<file path="src/assert_macros.svh">
// ----------------------------------------------------------------------------
// assertion macros
// concurrent checks that vanish in synthesis
// ----------------------------------------------------------------------------
`ifndef ASSERT_MACROS_SVH
`define ASSERT_MACROS_SVH
`ifndef SYNTHESIS
`define ASSERT_IMPLIES(label, clk, rst_n, ante, cons, msg) \
    label: assert property (@(posedge clk) disable iff (!rst_n) (ante) |-> (cons)) \
        else $error(msg);
`define ASSERT_NEXT(label, clk, rst_n, ante, cons, msg) \
    label: assert property (@(posedge clk) disable iff (!rst_n) (ante) |=> (cons)) \
        else $error(msg);
`else
`define ASSERT_IMPLIES(label, clk, rst_n, ante, cons, msg)
`define ASSERT_NEXT(label, clk, rst_n, ante, cons, msg)
`endif
`endif

</file>
<file path="src/sgs_pkg.sv">
// ----------------------------------------------------------------------------
// sgs_pkg
// shared constants and types of the separable smoothing unit
// ----------------------------------------------------------------------------
`default_nettype none

package sgs_pkg;

    localparam int MAX_SIZE_DEF      = 64;
    localparam int MAX_SIDE_TAPS_DEF = 4;

    localparam int REQ_W    = 2;
    localparam int ADDR_W   = 6;
    localparam int SAMPLE_W = 24;
    localparam int DATA_W   = 32;
    localparam int SIZE_W   = 7;
    localparam int TAPS_W   = 3;
    localparam int WEIGHT_W = 16;
    localparam int CFG_IDX_W = 3;
    localparam int ACC_W    = 40;
    localparam int PROD_W   = 50;
    localparam int FRAC_SHIFT = 16;

    localparam logic [REQ_W-1:0] REQ_WRITE = 2'd0;
    localparam logic [REQ_W-1:0] REQ_RUN   = 2'd1;
    localparam logic [REQ_W-1:0] REQ_READ  = 2'd2;

    localparam logic [CFG_IDX_W-1:0] CFG_MATRIX_SIZE = 3'd0;
    localparam logic [CFG_IDX_W-1:0] CFG_SIDE_TAPS   = 3'd1;
    localparam logic [CFG_IDX_W-1:0] CFG_WEIGHT_1    = 3'd2;
    localparam logic [CFG_IDX_W-1:0] CFG_WEIGHT_2    = 3'd3;
    localparam logic [CFG_IDX_W-1:0] CFG_WEIGHT_3    = 3'd4;
    localparam logic [CFG_IDX_W-1:0] CFG_WEIGHT_4    = 3'd5;

    localparam logic [SIZE_W-1:0]   RST_MATRIX_SIZE = 7'd64;
    localparam logic [TAPS_W-1:0]   RST_SIDE_TAPS   = 3'd3;
    localparam logic [WEIGHT_W-1:0] RST_WEIGHT_1    = 16'd39750;
    localparam logic [WEIGHT_W-1:0] RST_WEIGHT_2    = 16'd8869;
    localparam logic [WEIGHT_W-1:0] RST_WEIGHT_3    = 16'd728;
    localparam logic [WEIGHT_W-1:0] RST_WEIGHT_4    = 16'd22;

    // centre weight of one in q1.16
    localparam logic [WEIGHT_W:0] WEIGHT_ONE = 17'h10000;

    typedef struct packed {
        logic                tap_en;
        logic                clear;
        logic [WEIGHT_W:0]   weight;
    } mac_ctl_t;

endpackage

`default_nettype wire

</file>
<file path="src/sgs_mac.sv">
// ----------------------------------------------------------------------------
// sgs_mac
// weighted tap accumulator: multiply, truncate, sum and saturate
// ----------------------------------------------------------------------------
`default_nettype none
`include "assert_macros.svh"

module sgs_mac
    import sgs_pkg::*;
(
    input  wire logic                     clk,
    input  wire logic                     rst_n,
    input  wire mac_ctl_t                 ctl,
    input  wire logic signed [DATA_W-1:0] rdata,
    output logic signed [DATA_W-1:0]      acc_sat
);

    localparam logic signed [ACC_W-1:0] SAT_MAX = ACC_W'(64'sd2147483647);
    localparam logic signed [ACC_W-1:0] SAT_MIN = ACC_W'(-64'sd2147483648);

    logic                      s1_valid_reg;
    logic [WEIGHT_W:0]         s1_weight_reg;
    logic                      s2_valid_reg;
    logic signed [PROD_W-1:0]  prod_reg;
    logic signed [ACC_W-1:0]   acc_reg;
    logic signed [PROD_W-1:0]  prod_next;
    logic signed [PROD_W-1:0]  prod_shift;

    assign prod_next  = PROD_W'(rdata) * PROD_W'($signed({1'b0, s1_weight_reg}));
    assign prod_shift = prod_reg >>> FRAC_SHIFT;

    always_ff @(posedge clk or negedge rst_n)
    begin
        if (!rst_n)
        begin
            s1_valid_reg <= 1'b0;
            s2_valid_reg <= 1'b0;
        end
        else
        begin
            s1_valid_reg <= ctl.tap_en;
            s2_valid_reg <= s1_valid_reg;
        end
    end

    always_ff @(posedge clk)
    begin
        s1_weight_reg <= ctl.weight;
        prod_reg      <= prod_next;
        if (ctl.clear)
            acc_reg <= '0;
        else if (s2_valid_reg)
            acc_reg <= acc_reg + ACC_W'(prod_shift);
    end

    always_comb
    begin
        if (acc_reg > SAT_MAX)
            acc_sat = DATA_W'(SAT_MAX);
        else if (acc_reg < SAT_MIN)
            acc_sat = DATA_W'(SAT_MIN);
        else
            acc_sat = DATA_W'(acc_reg);
    end

    `ASSERT_IMPLIES(a_clear_drained, clk, rst_n, ctl.clear, !s1_valid_reg && !s2_valid_reg, "accumulator cleared with taps in flight")

endmodule

`default_nettype wire

</file>
<file path="config.mk">
export PLATFORM = sky130hd
export DESIGN_NAME = sgs_mac
export DESIGN_NICKNAME = d
export VERILOG_FILES = /design/src/sgs_pkg.sv /design/src/sgs_mac.sv
export VERILOG_INCLUDE_DIRS = /design/src /design/src/src
export SDC_FILE = /design/constraint.sdc
export NUM_CORES = 2
export LEC_CHECK = 0
export ABC_AREA = 1
export ABC_CLOCK_PERIOD_IN_PS = 8800
export BUFFER_PORTS_ARGS = -buffer_cell sky130_fd_sc_hd__buf_2
export CAP_MARGIN = 20
export CORE_MARGIN = 2
export CORE_UTILIZATION = 50
export DETAILED_ROUTE_END_ITERATION = 10
export HOLD_SLACK_MARGIN = 0.02
export MAX_ROUTING_LAYER = met4
export PLACE_DENSITY = 0.66
export RECOVER_POWER = 25
export SLEW_MARGIN = 20
export SYNTH_ARGS = -nofsm -noshare
export SYNTH_HDL_FRONTEND = slang
export SYNTH_SLANG_ARGS = --single-unit
</file>
<file path="constraint.sdc">
create_clock -name clk -period 8.8 [get_ports clk]
set_input_delay 1.32 -clock clk [delete_from_list [all_inputs] [get_ports clk]]
set_output_delay 1.32 -clock clk [all_outputs]
set_load 0.01 [all_outputs]
</file>
==> results.json <==
{
  "fillers": 5189,
  "drive_above_1_share": 0.0591,
  "routed_wl_mm": 70.6,
  "track_usage": 0.284,
  "ys_warn_count": 0,
  "ys_ff_latch": 93,
  "die_w_um": 233,
  "io_pins": 85,
  "post-route-period-util": 0.751,
  "core_area_mm2": 0.0515,
  "die_h_um": 233,
  "synth_compound_area_frac": 0.0607,
  "n_antenna_cell": 0,
  "skew_ns": 0.0174,
  "firstDrtPassIters": 5,
  "place_area_mm2": 0.0271,
  "cts_made_buffers": 9,
  "postCtsSetupBuffers": 0,
  "cts_hold_buffers": 0,
  "status": "complete, but fails checks",
  "synth_ff_type": "dfxtp_1",
  "path_max_fanout": 17,
  "place_congestion": 0.985,
  "synth_adder_area_share": 0.472,
  "area_growth_pct": 4.64,
  "initial_core_util": 0.508,
  "synth.yosys.seq_area_share": 0.0715,
  "clock_path_buffers": 2,
  "grt_pass1_vias": 21900,
  "synth_top_family_by_area": "adder cells",
  "wire_per_inst_um": 16.4,
  "detail-route-antenna-nets": 0,
  "cts_tree": "built",
  "final_cell_area_mm2": 0.0274,
  "grt_setup_unrepaired": "no",
  "cts_resized": 0,
  "die-area_mm2": 0.0542,
  "yosys.area_share.simple": 0.194,
  "startpoint_type": "input pin",
  "worstMarginPinSlew_ns": 2.08,
  "setup_viol": 0,
  "netlist.area_leader.share": 0.398,
  "grt_max_degree": 41,
  "yosysTopAreaCell": "fa_1",
  "relSlewSlack": -0.383,
  "clock.fmax_mhz": 151,
  "largest_reg_flops": 40,
  "synth.area.top_cells": "fa_1 40%, inv_1 16%, nand2_1 13%",
  "cts_max_level": 3,
  "arrival_ns": 6.90,
  "dpl.hpwl_mm": 57.7,
  "antenna_found_initial": 0,
  "synth_xor_area_frac": 0.0161,
  "cts_sinks": 93,
  "synth_commonest_cells": "1133 x inv_1, 926 x nand2_1, 520 x fa_1",
  "hold_path.class": "reg -> reg",
  "syn-num-nets": 4367,
  "routed_via_density": 4.95,
  "synthMuxAreaShare": 0,
  "rows": 83,
  "violations": "capacitance limit, slew limit",
  "grt-ovfl-total": 0,
  "synthCells": 3640,
  "period_minus_slack_ns": 6.61,
  "path_class": "in -> reg",
  "slew_violations": 41,
  "synth-edff-count": 0,
  "initialDrtViolationCount": 1291,
  "tns_ns": 0,
  "vias": 21300,
  "clk_pin_slew_ns": 0.07,
  "drc": 0,
  "cap_violations": 1,
  "required_ns": 9.09,
  "hold_viol_final": 0,
  "grt_pass1_wl_mm": 117,
  "async_flop_share": 0.0215,
  "yosysUniqueCellTypes": 45,
  "end_kind": "register",
  "synth_area_mm2": 0.0262,
  "whs_ns": 0.356,
  "clock_latency_ns": 0.40,
  "io_buffers": 84,
  "root_buffer": "clkbuf_16",
  "post-synth-top-count-cell": "inv_1",
  "postSynthAreaPerCell_um2": 7.19,
  "nNetsFinal": 4344
}
layout make-up:
cell class,instances,area [µm²],area share
Multi-Input combinational cell,2253,19400,0.710
Inverter,1160,4350,0.159
Tap cell,680,851,0.0311
Clock inverter,7,87.6,0.00320
Timing Repair Buffer,100,538,0.0197
Clock buffer,9,225,0.00823
Sequential cell,93,1880,0.0686
logic make-up after synthesis:
| group | Yosys count |
|---|---|
| buf+inv | 1294 |
| simple gates | 1240 |
| fa+ha+maj | 674 |
| compound gates | 291 |
| flops | 93 |
| xor+xnor | 48 |
metrics by stage:
| stage | utilization | setup slack [ns] | cells |
|---|---|---|---|
| final | 0.532 | 2.19 | 4302 |
| after detailed placement | 0.525 | 1.77 | 4286 |
| after floorplan | - | 2.08 | 3640 |
| after CTS | 0.532 | 2.18 | 4302 |
| after global routing | 0.532 | 1.93 | 4302 |
| after global placement | 0.525 | 1.89 | 4286 |
layout by cell type (no fill, tap or decap), drive strengths merged, types with 4 or more instances in the layout:
cell       n
inv     1161
o21ai    108
xor2      35
a211oi     4
nor3      13
nor4       6
dfxtp     91
nand4     18
xnor2     13
nand2    949
a21o      10
and3       4
clkinv     5
a21oi    142
fa       520
buf       98
clkbuf    11
o21bai    14
ha       154
nor2     167
nand3     80
worst max-delay path, stage by stage:
cell and delay [ns]:
buf_2 0.28, nand2_1 0.20, fa_1 0.66, fa_1 0.63, inv_1 0.19, fa_1 0.58
inv_1 0.10, fa_1 0.56, fa_1 0.44, fa_1 0.50, inv_1 0.04, ha_1 0.34
inv_1 0.11, nor3_1 0.36, nand2_1 0.17, o21ai_0 0.19, a21oi_1 0.08, nand3_1 0.09
nand2_1 0.05
path summary, 6_finish.rpt:
kind | end | depth (start not counted) | startpoint | slack (ns)
setup / recovery | prod_reg[48]$_DFF_P_ | 19 | rdata[31] | 2.19
max in group asynchronous | s1_valid_reg$_DFF_PN0_ | 1 | rst_n | 7.96
hold reg to reg | s2_valid_reg$_DFF_PN0_ | 0 | s1_valid_reg$_DFF_PN0_ | 0.36
hold / removal | s2_valid_reg$_DFF_PN0_ | 0 | s1_valid_reg$_DFF_PN0_ | 0.36
min in group asynchronous | s2_valid_reg$_DFF_PN0_ | 1 | rst_n | 0.71
setup reg to reg | prod_reg[48]$_DFF_P_ | 19 | s1_weight_reg[7]$_DFF_P_ | 2.31
routing by layer:
| metal | vias up | track usage | part of all wire |
|---|---|---|---|
| li1 | 10200 | - | - |
| met1 | 10400 | 0.382 | 0.45 |
| met2 | 590 | 0.468 | 0.48 |
| met3 | 80 | 0.0313 | 0.056 |
| met4 | 0 | 0.0591 | 0.018 |
| met5 | - | - | 0 |
Power is not shown: default switching activity piles up to over one toggle a cycle in this logic, so the estimate is an artifact.
